==> src/rtl/core/efla_pkg.sv <==
`timescale 1ns / 1ps

package efla_pkg;

  // command codes
  localparam logic CMD_ALLOC = 1'b0;
  localparam logic CMD_FREE  = 1'b1;

  // status codes
  localparam logic [1:0] ST_OK   = 2'd0;
  localparam logic [1:0] ST_ZERO = 2'd1;
  localparam logic [1:0] ST_OOM  = 2'd2;

  // register index of extend_chunk_bytes
  localparam logic REG_CHUNK = 1'b0;

  localparam int unsigned MIN_BLOCK   = 24;
  localparam int unsigned ADDR_LIMIT  = 262144;
  localparam logic [18:0] CHUNK_RESET = 19'd4096;

  // one access to the heap memory, word addressed
  typedef struct packed {
    logic        en;
    logic        we;
    logic [29:0] word;
    logic [31:0] wdata;
  } mem_req_t;

  // one result word
  typedef struct packed {
    logic [17:0] addr;
    logic [1:0]  status;
  } res_t;

endpackage

==> src/rtl/core/efla_ctrl.sv <==
`timescale 1ns / 1ps

module efla_ctrl #(
  parameter int unsigned HEAP_WORDS = 65536
) (
  input  logic                clk_i,
  input  logic                rst_ni,
  input  logic                in_valid_i,
  output logic                in_ready_o,
  input  logic                cmd_i,
  input  logic [17:0]         req_i,
  input  logic [17:0]         addr_i,
  input  logic [18:0]         chunk_i,
  output logic                out_valid_o,
  input  logic                out_ready_i,
  output efla_pkg::res_t      res_o,
  output efla_pkg::mem_req_t  mem_req_o,
  input  logic [31:0]         mem_rdata_i
);
  import efla_pkg::*;

  localparam int unsigned IW    = (HEAP_WORDS > 1) ? $clog2(HEAP_WORDS) : 1;
  localparam int unsigned CAP   = (4 * HEAP_WORDS > ADDR_LIMIT) ? ADDR_LIMIT : 4 * HEAP_WORDS;
  localparam int unsigned LIMIT = CAP / 8 + 2;
  localparam int unsigned CW    = $clog2(LIMIT + 1);
  localparam int unsigned NS    = 71;

  typedef enum logic [NS-1:0] {
    S_CLR  = NS'(1) << 0,
    S_I0   = NS'(1) << 1,
    S_I1   = NS'(1) << 2,
    S_I2   = NS'(1) << 3,
    S_IDLE = NS'(1) << 4,
    S_DONE = NS'(1) << 5,
    S_F1   = NS'(1) << 6,
    S_F2   = NS'(1) << 7,
    S_F3   = NS'(1) << 8,
    S_G0   = NS'(1) << 9,
    S_G1   = NS'(1) << 10,
    S_G2   = NS'(1) << 11,
    S_AG   = NS'(1) << 12,
    S_T0   = NS'(1) << 13,
    S_T1   = NS'(1) << 14,
    S_T2   = NS'(1) << 15,
    S_T3   = NS'(1) << 16,
    S_T5   = NS'(1) << 17,
    S_T6   = NS'(1) << 18,
    S_T7   = NS'(1) << 19,
    S_T8   = NS'(1) << 20,
    S_T9   = NS'(1) << 21,
    S_T10  = NS'(1) << 22,
    S_M0   = NS'(1) << 23,
    S_M1   = NS'(1) << 24,
    S_M2   = NS'(1) << 25,
    S_M3   = NS'(1) << 26,
    S_M4   = NS'(1) << 27,
    S_M5   = NS'(1) << 28,
    S_A0   = NS'(1) << 29,
    S_A1   = NS'(1) << 30,
    S_A2   = NS'(1) << 31,
    S_A3   = NS'(1) << 32,
    S_A4   = NS'(1) << 33,
    S_A5   = NS'(1) << 34,
    S_A6   = NS'(1) << 35,
    S_B0   = NS'(1) << 36,
    S_B1   = NS'(1) << 37,
    S_B2   = NS'(1) << 38,
    S_B3   = NS'(1) << 39,
    S_B4   = NS'(1) << 40,
    S_B5   = NS'(1) << 41,
    S_B6   = NS'(1) << 42,
    S_B7   = NS'(1) << 43,
    S_B8   = NS'(1) << 44,
    S_B9   = NS'(1) << 45,
    S_C0   = NS'(1) << 46,
    S_C1   = NS'(1) << 47,
    S_C2   = NS'(1) << 48,
    S_C3   = NS'(1) << 49,
    S_C4   = NS'(1) << 50,
    S_C5   = NS'(1) << 51,
    S_C6   = NS'(1) << 52,
    S_C7   = NS'(1) << 53,
    S_C8   = NS'(1) << 54,
    S_C9   = NS'(1) << 55,
    S_C10  = NS'(1) << 56,
    S_C11  = NS'(1) << 57,
    S_C12  = NS'(1) << 58,
    S_C13  = NS'(1) << 59,
    S_LR0  = NS'(1) << 60,
    S_LR1  = NS'(1) << 61,
    S_LR2  = NS'(1) << 62,
    S_LR3  = NS'(1) << 63,
    S_LP0  = NS'(1) << 64,
    S_LP1  = NS'(1) << 65,
    S_LP2  = NS'(1) << 66,
    S_FR0  = NS'(1) << 67,
    S_FR1  = NS'(1) << 68,
    S_FR2  = NS'(1) << 69,
    S_FR3  = NS'(1) << 70
  } state_e;

  state_e state_q, state_d, ret_lr_q, ret_lr_d, ret_lp_q, ret_lp_d, ret_mg_q, ret_mg_d;

  logic [31:0] p_q, p_d, t_q, t_d, sz_q, sz_d, pv_q, pv_d, nx_q, nx_d;
  logic [31:0] have_q, have_d, head_q, head_d;
  logic [18:0] need_q, need_d, hend_q, hend_d;
  logic [19:0] g_q, g_d;
  logic [17:0] res_q, res_d;
  logic [1:0]  st_q, st_d;
  logic [CW-1:0] cnt_q, cnt_d;
  logic [IW-1:0] clr_q, clr_d;
  logic        pu_q, pu_d, rd_ok_q, rd_ok_d;

  logic        acc_en, acc_we, in_range;
  logic [31:0] acc_addr, acc_wdata, rd, rsz;
  logic [18:0] ext;
  logic [20:0] grow_end;

  function automatic logic [31:0] tsz(input logic [31:0] x);
    return {x[31:3], 3'b000};
  endfunction

  // cut to whole words, then round up to an even word count
  function automatic logic [19:0] growth(input logic [18:0] e);
    logic [16:0] w;
    w = e[18:2];
    return {18'(w) + 18'(w[0]), 2'b00};
  endfunction

  // reads outside the memory give zero
  assign rd  = rd_ok_q ? mem_rdata_i : 32'd0;
  assign rsz = tsz(rd);
  assign ext = (need_q > chunk_i) ? need_q : chunk_i;
  assign grow_end = 21'(hend_q) + 21'(g_q);

  always_comb begin
    state_d  = state_q;
    ret_lr_d = ret_lr_q;
    ret_lp_d = ret_lp_q;
    ret_mg_d = ret_mg_q;
    p_d      = p_q;
    t_d      = t_q;
    sz_d     = sz_q;
    pv_d     = pv_q;
    nx_d     = nx_q;
    have_d   = have_q;
    head_d   = head_q;
    need_d   = need_q;
    hend_d   = hend_q;
    g_d      = g_q;
    res_d    = res_q;
    st_d     = st_q;
    cnt_d    = cnt_q;
    clr_d    = clr_q;
    pu_d     = pu_q;
    acc_en    = 1'b0;
    acc_we    = 1'b0;
    acc_addr  = 32'd0;
    acc_wdata = 32'd0;
    in_ready_o  = 1'b0;
    out_valid_o = 1'b0;

    unique case (state_q)
      S_CLR: begin
        acc_en = 1'b1; acc_we = 1'b1;
        acc_addr = 32'(clr_q) << 2;
        clr_d = clr_q + 1'b1;
        if (clr_q == IW'(HEAP_WORDS - 1)) state_d = S_I0;
      end
      // prologue and epilogue tags
      S_I0: begin
        acc_en = 1'b1; acc_we = 1'b1; acc_addr = 32'd4; acc_wdata = 32'd17;
        state_d = S_I1;
      end
      S_I1: begin
        acc_en = 1'b1; acc_we = 1'b1; acc_addr = 32'd16; acc_wdata = 32'd17;
        state_d = S_I2;
      end
      S_I2: begin
        acc_en = 1'b1; acc_we = 1'b1; acc_addr = 32'd20; acc_wdata = 32'd1;
        g_d = growth(CHUNK_RESET);
        ret_mg_d = S_IDLE;
        state_d = S_G0;
      end
      S_IDLE: begin
        in_ready_o = 1'b1;
        if (in_valid_i) begin
          res_d = '0;
          st_d  = ST_OK;
          if (cmd_i == CMD_FREE) begin
            p_d = 32'(addr_i);
            state_d = S_FR0;
          end else if (req_i == 18'd0) begin
            st_d = ST_ZERO;
            state_d = S_DONE;
          end else begin
            need_d = (req_i <= 18'd8) ? 19'(MIN_BLOCK)
                                      : ((19'(req_i) + 19'd23) & ~19'd7);
            p_d = head_q;
            cnt_d = '0;
            state_d = S_F1;
          end
        end
      end
      S_DONE: begin
        out_valid_o = 1'b1;
        if (out_ready_i) state_d = S_IDLE;
      end
      // first-fit walk
      S_F1: begin
        if (cnt_q == CW'(LIMIT)) begin
          g_d = growth(ext); ret_mg_d = S_AG; state_d = S_G0;
        end else begin
          acc_en = 1'b1; acc_addr = p_q - 32'd4; state_d = S_F2;
        end
      end
      S_F2: begin
        if (rd[0]) begin
          g_d = growth(ext); ret_mg_d = S_AG; state_d = S_G0;
        end else if (32'(need_q) <= rsz) begin
          res_d = p_q[17:0]; state_d = S_T0;
        end else begin
          acc_en = 1'b1; acc_addr = p_q + 32'd4; state_d = S_F3;
        end
      end
      S_F3: begin
        p_d = rd; cnt_d = cnt_q + 1'b1; state_d = S_F1;
      end
      // heap growth
      S_G0: begin
        if (g_q > 20'(CAP) || grow_end > 21'(CAP)) begin
          p_d = '0; state_d = ret_mg_q;
        end else begin
          p_d = 32'(hend_q);
          acc_en = 1'b1; acc_we = 1'b1;
          acc_addr = 32'(hend_q) - 32'd4; acc_wdata = 32'(g_q);
          state_d = S_G1;
        end
      end
      S_G1: begin
        acc_en = 1'b1; acc_we = 1'b1;
        acc_addr = p_q + 32'(g_q) - 32'd8; acc_wdata = 32'(g_q);
        state_d = S_G2;
      end
      S_G2: begin
        acc_en = 1'b1; acc_we = 1'b1;
        acc_addr = p_q + 32'(g_q) - 32'd4; acc_wdata = 32'd1;
        hend_d = grow_end[18:0];
        state_d = S_M0;
      end
      S_AG: begin
        if (p_q == 32'd0) begin
          st_d = ST_OOM; state_d = S_DONE;
        end else begin
          res_d = p_q[17:0]; state_d = S_T0;
        end
      end
      // take a free block, split when the rest is big enough
      S_T0: begin
        acc_en = 1'b1; acc_addr = p_q - 32'd4; state_d = S_T1;
      end
      S_T1: begin
        have_d = rsz;
        acc_en = 1'b1; acc_we = 1'b1; acc_addr = p_q - 32'd4;
        if (rsz - 32'(need_q) >= 32'(MIN_BLOCK)) begin
          acc_wdata = 32'(need_q) | 32'd1; state_d = S_T2;
        end else begin
          acc_wdata = rsz | 32'd1; state_d = S_T9;
        end
      end
      S_T2: begin
        acc_en = 1'b1; acc_addr = p_q - 32'd4; state_d = S_T3;
      end
      S_T3: begin
        acc_en = 1'b1; acc_we = 1'b1;
        acc_addr = p_q + rsz - 32'd8; acc_wdata = 32'(need_q) | 32'd1;
        t_d = p_q; ret_lr_d = S_T5; state_d = S_LR0;
      end
      S_T5: begin
        acc_en = 1'b1; acc_addr = p_q - 32'd4; state_d = S_T6;
      end
      S_T6: begin
        p_d = p_q + rsz;
        acc_en = 1'b1; acc_we = 1'b1;
        acc_addr = p_q + rsz - 32'd4; acc_wdata = have_q - 32'(need_q);
        state_d = S_T7;
      end
      S_T7: begin
        acc_en = 1'b1; acc_addr = p_q - 32'd4; state_d = S_T8;
      end
      S_T8: begin
        acc_en = 1'b1; acc_we = 1'b1;
        acc_addr = p_q + rsz - 32'd8; acc_wdata = have_q - 32'(need_q);
        ret_lp_d = S_DONE; state_d = S_LP0;
      end
      S_T9: begin
        acc_en = 1'b1; acc_addr = p_q - 32'd4; state_d = S_T10;
      end
      S_T10: begin
        acc_en = 1'b1; acc_we = 1'b1;
        acc_addr = p_q + rsz - 32'd8; acc_wdata = have_q | 32'd1;
        t_d = p_q; ret_lr_d = S_DONE; state_d = S_LR0;
      end
      // coalesce: probe both neighbors
      S_M0: begin
        acc_en = 1'b1; acc_addr = p_q - 32'd8; state_d = S_M1;
      end
      S_M1: begin
        t_d = p_q - rsz;
        acc_en = 1'b1; acc_addr = p_q - rsz - 32'd4; state_d = S_M2;
      end
      S_M2: begin
        acc_en = 1'b1; acc_addr = t_q + rsz - 32'd8; state_d = S_M3;
      end
      S_M3: begin
        pu_d = rd[0];
        acc_en = 1'b1; acc_addr = p_q - 32'd4; state_d = S_M4;
      end
      S_M4: begin
        sz_d = rsz;
        acc_en = 1'b1; acc_addr = p_q + rsz - 32'd4; state_d = S_M5;
      end
      S_M5: begin
        case ({pu_q, rd[0]})
          2'b11:   begin ret_lp_d = ret_mg_q; state_d = S_LP0; end
          2'b10:   state_d = S_A0;
          2'b01:   state_d = S_B0;
          default: state_d = S_C0;
        endcase
      end
      // next neighbor free
      S_A0: begin
        acc_en = 1'b1; acc_addr = p_q - 32'd4; state_d = S_A1;
      end
      S_A1: begin
        t_d = p_q + rsz; ret_lr_d = S_A2; state_d = S_LR0;
      end
      S_A2: begin
        acc_en = 1'b1; acc_addr = p_q - 32'd4; state_d = S_A3;
      end
      S_A3: begin
        acc_en = 1'b1; acc_addr = p_q + rsz - 32'd4; state_d = S_A4;
      end
      S_A4: begin
        sz_d = sz_q + rsz;
        acc_en = 1'b1; acc_we = 1'b1; acc_addr = p_q - 32'd4; acc_wdata = sz_q + rsz;
        state_d = S_A5;
      end
      S_A5: begin
        acc_en = 1'b1; acc_addr = p_q - 32'd4; state_d = S_A6;
      end
      S_A6: begin
        acc_en = 1'b1; acc_we = 1'b1; acc_addr = p_q + rsz - 32'd8; acc_wdata = sz_q;
        ret_lp_d = ret_mg_q; state_d = S_LP0;
      end
      // previous neighbor free
      S_B0: begin
        acc_en = 1'b1; acc_addr = p_q - 32'd8; state_d = S_B1;
      end
      S_B1: begin
        t_d = p_q - rsz; ret_lr_d = S_B2; state_d = S_LR0;
      end
      S_B2: begin
        acc_en = 1'b1; acc_addr = p_q - 32'd8; state_d = S_B3;
      end
      S_B3: begin
        acc_en = 1'b1; acc_addr = p_q - rsz - 32'd4; state_d = S_B4;
      end
      S_B4: begin
        sz_d = sz_q + rsz;
        acc_en = 1'b1; acc_addr = p_q - 32'd8; state_d = S_B5;
      end
      S_B5: begin
        acc_en = 1'b1; acc_we = 1'b1; acc_addr = p_q - rsz - 32'd4; acc_wdata = sz_q;
        state_d = S_B6;
      end
      S_B6: begin
        acc_en = 1'b1; acc_addr = p_q - 32'd4; state_d = S_B7;
      end
      S_B7: begin
        acc_en = 1'b1; acc_we = 1'b1; acc_addr = p_q + rsz - 32'd8; acc_wdata = sz_q;
        state_d = S_B8;
      end
      // step back to the previous block, then push
      S_B8: begin
        acc_en = 1'b1; acc_addr = p_q - 32'd8; state_d = S_B9;
      end
      S_B9: begin
        p_d = p_q - rsz; ret_lp_d = ret_mg_q; state_d = S_LP0;
      end
      // both neighbors free
      S_C0: begin
        acc_en = 1'b1; acc_addr = p_q - 32'd4; state_d = S_C1;
      end
      S_C1: begin
        t_d = p_q + rsz; ret_lr_d = S_C2; state_d = S_LR0;
      end
      S_C2: begin
        acc_en = 1'b1; acc_addr = p_q - 32'd8; state_d = S_C3;
      end
      S_C3: begin
        t_d = p_q - rsz; ret_lr_d = S_C4; state_d = S_LR0;
      end
      S_C4: begin
        acc_en = 1'b1; acc_addr = p_q - 32'd8; state_d = S_C5;
      end
      S_C5: begin
        acc_en = 1'b1; acc_addr = p_q - rsz - 32'd4; state_d = S_C6;
      end
      S_C6: begin
        sz_d = sz_q + rsz;
        acc_en = 1'b1; acc_addr = p_q - 32'd4; state_d = S_C7;
      end
      S_C7: begin
        t_d = p_q + rsz;
        acc_en = 1'b1; acc_addr = p_q + rsz - 32'd4; state_d = S_C8;
      end
      S_C8: begin
        acc_en = 1'b1; acc_addr = t_q + rsz - 32'd8; state_d = S_C9;
      end
      S_C9: begin
        sz_d = sz_q + rsz;
        acc_en = 1'b1; acc_addr = p_q - 32'd8; state_d = S_C10;
      end
      S_C10: begin
        acc_en = 1'b1; acc_we = 1'b1; acc_addr = p_q - rsz - 32'd4; acc_wdata = sz_q;
        state_d = S_C11;
      end
      S_C11: begin
        acc_en = 1'b1; acc_addr = p_q - 32'd4; state_d = S_C12;
      end
      S_C12: begin
        t_d = p_q + rsz;
        acc_en = 1'b1; acc_addr = p_q + rsz - 32'd4; state_d = S_C13;
      end
      S_C13: begin
        acc_en = 1'b1; acc_we = 1'b1; acc_addr = t_q + rsz - 32'd8; acc_wdata = sz_q;
        state_d = S_B8;
      end
      // unlink t from the free list
      S_LR0: begin
        acc_en = 1'b1; acc_addr = t_q; state_d = S_LR1;
      end
      S_LR1: begin
        pv_d = rd;
        acc_en = 1'b1; acc_addr = t_q + 32'd4; state_d = S_LR2;
      end
      S_LR2: begin
        nx_d = rd;
        acc_en = 1'b1; acc_we = 1'b1;
        if (t_q == head_q) begin
          acc_addr = rd; acc_wdata = 32'd0;
          head_d = rd; state_d = ret_lr_q;
        end else begin
          acc_addr = pv_q + 32'd4; acc_wdata = rd;
          state_d = S_LR3;
        end
      end
      S_LR3: begin
        acc_en = 1'b1; acc_we = 1'b1; acc_addr = nx_q; acc_wdata = pv_q;
        state_d = ret_lr_q;
      end
      // push p at the list head
      S_LP0: begin
        acc_en = 1'b1; acc_we = 1'b1; acc_addr = head_q; acc_wdata = p_q;
        state_d = S_LP1;
      end
      S_LP1: begin
        acc_en = 1'b1; acc_we = 1'b1; acc_addr = p_q; acc_wdata = 32'd0;
        state_d = S_LP2;
      end
      S_LP2: begin
        acc_en = 1'b1; acc_we = 1'b1; acc_addr = p_q + 32'd4; acc_wdata = head_q;
        head_d = p_q; state_d = ret_lp_q;
      end
      // free: validate the header, clear the allocated bit
      S_FR0: begin
        acc_en = 1'b1; acc_addr = p_q - 32'd4; state_d = S_FR1;
      end
      S_FR1: begin
        if (p_q >= 32'(MIN_BLOCK) && p_q < 32'(hend_q) && p_q[2:0] == 3'd0 &&
            rd[0] && rsz >= 32'(MIN_BLOCK)) begin
          sz_d = rsz;
          acc_en = 1'b1; acc_we = 1'b1; acc_addr = p_q - 32'd4; acc_wdata = rsz;
          state_d = S_FR2;
        end else begin
          state_d = S_DONE;
        end
      end
      S_FR2: begin
        acc_en = 1'b1; acc_addr = p_q - 32'd4; state_d = S_FR3;
      end
      S_FR3: begin
        acc_en = 1'b1; acc_we = 1'b1; acc_addr = p_q + rsz - 32'd8; acc_wdata = sz_q;
        ret_mg_d = S_DONE; state_d = S_M0;
      end
      default: state_d = S_IDLE;
    endcase
  end

  // accesses past the end of the memory are dropped
  assign in_range = {2'b00, acc_addr[31:2]} < 32'(HEAP_WORDS);
  assign rd_ok_d  = acc_en & ~acc_we & in_range;

  assign mem_req_o.en    = acc_en & in_range;
  assign mem_req_o.we    = acc_we;
  assign mem_req_o.word  = acc_addr[31:2];
  assign mem_req_o.wdata = acc_wdata;

  assign res_o.addr   = res_q;
  assign res_o.status = st_q;

  always_ff @(posedge clk_i or negedge rst_ni) begin
    if (!rst_ni) begin
      state_q  <= S_CLR;
      ret_lr_q <= S_IDLE;
      ret_lp_q <= S_IDLE;
      ret_mg_q <= S_IDLE;
      head_q   <= 32'd8;
      hend_q   <= 19'(MIN_BLOCK);
      clr_q    <= '0;
      cnt_q    <= '0;
      rd_ok_q  <= 1'b0;
    end else begin
      state_q  <= state_d;
      ret_lr_q <= ret_lr_d;
      ret_lp_q <= ret_lp_d;
      ret_mg_q <= ret_mg_d;
      head_q   <= head_d;
      hend_q   <= hend_d;
      clr_q    <= clr_d;
      cnt_q    <= cnt_d;
      rd_ok_q  <= rd_ok_d;
    end
  end

  always_ff @(posedge clk_i) begin
    p_q    <= p_d;
    t_q    <= t_d;
    sz_q   <= sz_d;
    pv_q   <= pv_d;
    nx_q   <= nx_d;
    have_q <= have_d;
    need_q <= need_d;
    g_q    <= g_d;
    res_q  <= res_d;
    st_q   <= st_d;
    pu_q   <= pu_d;
  end

endmodule

==> config.mk <==
export PLATFORM = sky130hd
export DESIGN_NAME = efla_ctrl
export DESIGN_NICKNAME = d
export VERILOG_FILES = /design/src/rtl/core/efla_pkg.sv /design/src/rtl/core/efla_ctrl.sv
export SDC_FILE = /design/constraint.sdc
export NUM_CORES = 2
export LEC_CHECK = 0
export BUFFER_PORTS_ARGS = -buffer_cell sky130_fd_sc_hd__buf_2
export CAP_MARGIN = 20
export CORE_MARGIN = 2
export CORE_UTILIZATION = 60
export CTS_BUF_LIST = sky130_fd_sc_hd__clkbuf_4 sky130_fd_sc_hd__clkbuf_8
export CTS_CLUSTER_DIAMETER = 50
export CTS_CLUSTER_SIZE = 30
export DETAILED_ROUTE_END_ITERATION = 16
export HOLD_SLACK_MARGIN = 0.1
export PLACE_DENSITY = 0.83
export RECOVER_POWER = 50
export SYNTH_ARGS = -nofsm -noshare
export SYNTH_HDL_FRONTEND = slang
export SYNTH_SLANG_ARGS = --single-unit
==> constraint.sdc <==
create_clock -name clk_i -period 14.1 [get_ports clk_i]
set_clock_uncertainty 0.1 [all_clocks]
set_input_delay 0.705 -clock clk_i [delete_from_list [all_inputs] [get_ports clk_i]]
set_output_delay 0.705 -clock clk_i [all_outputs]
set_load 0.02 [all_outputs]
==> results.sh <==
export IMPL_status="complete, but fails checks"
export IMPL_violations="max-capacitance violations, max-slew violations"
export IMPL_critPathTopFamily="simple AND/OR/NAND/NOR gates"
export IMPL_drive_gt1_frac=0.0967
export IMPL_clk_pin_slew_ns=0.10
export IMPL_final_fill_count=5565
export IMPL_cts_sinks=403
export IMPL_grt_max_degree=82
export IMPL_setup_viol=0
export IMPL_io_buffers=177
export IMPL_cp_slowest_cell="inv_1"
export IMPL_drtIter0Drc=7801
export IMPL_power_density_nw_per_um2=145
export IMPL_slew_headroom=-1.80
export IMPL_peakVddDrop_mv=0.110
export IMPL_path_cells="nor3_1, nand3_1, nor3_1, nand3_1, or3_1, buf_4, inv_1, nor4_4, buf_4, nand2_4, o21ai_1, nor4_2, and2_1, nand4_1, xnor2_1, o221ai_1, or4_1, or4_1, or4b_1, nor3b_1, buf_2"
export IMPL_antenna_found_initial=9
export IMPL_critPathKind="reg -> out"
export IMPL_viasPerCell=7.36
export IMPL_ys_seq_area_frac=0.290
export IMPL_pin_count=178
export IMPL_fp_row_count=93
export IMPL_path_depth=21
export IMPL_grt_pass1_vias=39532
export IMPL_worstPathMaxFanout=29
export IMPL_ys_ff_latch=403
export IMPL_clkLatencyLatePin_ns=0.77
export IMPL_p_sw_frac=0.516
export IMPL_power_leakage_nw=17.2
export IMPL_ys_warn_count=0
export IMPL_wl_per_cell_um=31.4
export IMPL_clockBufferDepth=3
export IMPL_totalWireLength_um=181000
export IMPL_syn_area_um2=39000
export IMPL_hold_path_class="in -> reg"
export IMPL_reg2reg_from="state_q[41]"
export IMPL_fp_dieW_um=259
export IMPL_avgSynthCellArea_um2=8.12
export IMPL_grt_pass1_wl_um=261000
export IMPL_p_comb_frac=0.546
export IMPL_synth_edf_count=238
export IMPL_htreeDepth=2
export IMPL_cp_num_buf_inv=4
export IMPL_max_freq_ghz=0.0928
export IMPL_switching_power_mw=3.15
export IMPL_cts_tree="done"
export IMPL_critPathMaxStageDelay_ns=0.97
export IMPL_hold_violations=0
export IMPL_hpwlAfterDp_um=136000
export IMPL_syn_to_final_growth_pct=7.99
export IMPL_start_util=0.605
export IMPL_intPower_mw=2.95
export IMPL_syn_inst=4800
export IMPL_cts_hold_buf=2
export IMPL_whs_ns=0.186
export IMPL_rsz0062_at_grt="false"
export IMPL_fin_crit_ns=10.77
export IMPL_grt_use_total=0.528
export IMPL_gr_total_overflow=0
export IMPL_syn_nets=5123
export IMPL_coreArea_um2=64300
export IMPL_place_gp_congestion=1.11
export IMPL_cts_root_buffer="clkbuf_8"
export IMPL_cts_buffers=56
export IMPL_ys_types=115
export IMPL_cts_resized=0
export IMPL_die_h_um=259
export IMPL_vias=42540
export IMPL_worst_slew_pin_slew_ns=4.20
export IMPL_pwr_share_seq=0.268
export IMPL_cp_arrival_ns=9.97
export IMPL_synthFlopType="edfxtp_1"
export IMPL_max_cap_violations=13
export IMPL_dr_pass1_iters=13
export IMPL_reg2reg_to="rd_ok_q"
export IMPL_cp_end_kind="output pin"
export IMPL_p_clk_frac=0.186
export IMPL_startpoint="state_q[41]"
export IMPL_layout_nets=5197
export IMPL_postCtsSetupRepairBufs=0
export IMPL_crit_required_ns=13.30
export IMPL_start_kind="register"
export IMPL_crit_end="mem_req_o[63]"
export IMPL_period_share=0.764
export IMPL_r2r_cells=20
export IMPL_postSynth_asyncResetShare=0.409
export IMPL_drv_slew=403
export IMPL_rrSetupSlack_ns=4.70
export IMPL_ant_nets=0
export IMPL_drc=0
export IMPL_setup_tns_final_ns=0
export IMPL_die_area_um2=67000
## cell usage after synthesis (all sizes together) (20+ instances only)
cell type	number	share of area
nor2b	42	0.0067
nor2	449	0.043
nand2b	59	0.0095
a31oi	36	0.0058
o21a	33	0.0064
a222oi	50	0.013
a2111oi	42	0.0095
edfxtp	238	0.18
o211ai	39	0.0076
o2111ai	28	0.0063
ha	226	0.073
and2	52	0.0084
inv	282	0.027
dfrtp	158	0.10
xor2	109	0.025
o22ai	59	0.0098
or4	27	0.0052
o31ai	29	0.0056
or2	20	0.0033
o221ai	72	0.016
xnor2	275	0.062
nand3	136	0.018
a22oi	38	0.0073
a211oi	51	0.010
clkbuf	220	0.021
a221oi	64	0.014
a21oi	291	0.037
or3	37	0.0059
o21ai	326	0.042
nor3	151	0.021
a21o	47	0.0091
nand2	463	0.045
mux2i	51	0.013
o21bai	25	0.0048
buf	45	0.0066
nand3b	26	0.0053
nand4	94	0.016
nor4	83	0.017
and3	48	0.0077
## worst min-delay path by stage
| stage | depth (start not counted) | start | endpoint |
|---|---|---|---|
| after floorplan | 0 | rst_ni | clr_q[0] |
| after global placement | 1 | ret_lr_q[50] | ret_lr_q[50] |
| after detailed placement | 1 | ret_lr_q[48] | ret_lr_q[48] |
| after CTS | 2 | req_i[13] | need_q[13] |
| after global routing | 2 | req_i[13] | need_q[13] |
| final | 2 | req_i[10] | need_q[10] |
## cells by family after synthesis
group	Yosys count	share of synthesized area
and+or+nand+nor	1772	0.233
AOI/OAI and AO/OA	1388	0.243
buffers and inverters	556	0.0559
DFF	403	0.290
xor gates and xnor gates	384	0.0863
adders and majority gates	238	0.0770
muxes	59	0.0154
## layer usage
| metal | track usage | share of wire | vias up |
|---|---|---|---|
| met5 | 0.0199 | 0.0013 | - |
| met4 | 0.352 | 0.083 | 14 |
| met3 | 0.223 | 0.17 | 870 |
| met2 | 0.740 | 0.39 | 3695 |
| met1 | 0.658 | 0.35 | 19810 |
| li1 | - | - | 18151 |
## final cells by class
class                      instances  area, um^2  share of cell area
multi-input combinational       3841       25600               0.609
sequential                       403       11300               0.268
timing repair buffer             281        1600              0.0380
inverter                         291        1090              0.0260
tap                              855        1070              0.0254
clock buffer                      59         806              0.0192
clock inverter                    47         586              0.0139
antenna                            3        7.51            0.000178
## layout by cell type, fill, tap and decap left out, types with 86 or more instances in the layout
| cell | n |
|---|---|
| nand2_1 | 459 |
| nor2_1 | 442 |
| o21ai_0 | 310 |
| a21oi_1 | 290 |
| inv_1 | 280 |
| xnor2_1 | 275 |
| edfxtp_1 | 238 |
| ha_1 | 226 |
| dfrtp_1 | 157 |
| buf_2 | 156 |
| nor3_1 | 141 |
| nand3_1 | 131 |
| xor2_1 | 109 |
| nand4_1 | 92 |
| buf_4 | 86 |
## state kept, by name, summed over array words and instances, names as in the netlist
register / count
clr_q: 16
cnt_q: 16
g_q: 17
have_q: 29
head_q: 32
hend_q: 16
need_q: 16
nx_q: 30
p_q: 32
pu_q: 1
pv_q: 32
rd_ok_q: 1
res_q: 18
ret_lp_q: 3
ret_lr_q: 7
ret_mg_q: 3
st_q: 2
state_q: 71
sz_q: 29
t_q: 32
## per-stage QoR
step / cell area, um^2 / setup WS, ns / util / std cells / total power, mW
global placement: 40800 / 5.23 / 0.634 / 5668 / 4.77
CTS: 42200 / 4.33 / 0.656 / 5777 / 5.90
detailed placement: 40800 / 5.15 / 0.634 / 5669 / 4.79
floorplan: 39000 / 5.23 / - / 4800 / 3.72
global route: 42100 / 3.18 / 0.654 / 5780 / 6.29
finish: 42100 / 3.33 / 0.654 / 5780 / 6.10
## power by group through the flow
stage | Combinational [mW] | Sequential [mW] | Clock, mW
floorplan | 2.14 | 1.58 | 0
global placement | 3.14 | 1.63 | 0
detailed placement | 3.15 | 1.63 | 0
CTS | 3.17 | 1.61 | 1.12
global route | 3.49 | 1.63 | 1.17
finish | 3.33 | 1.64 | 1.14
Power figures use the tool's default switching activity.
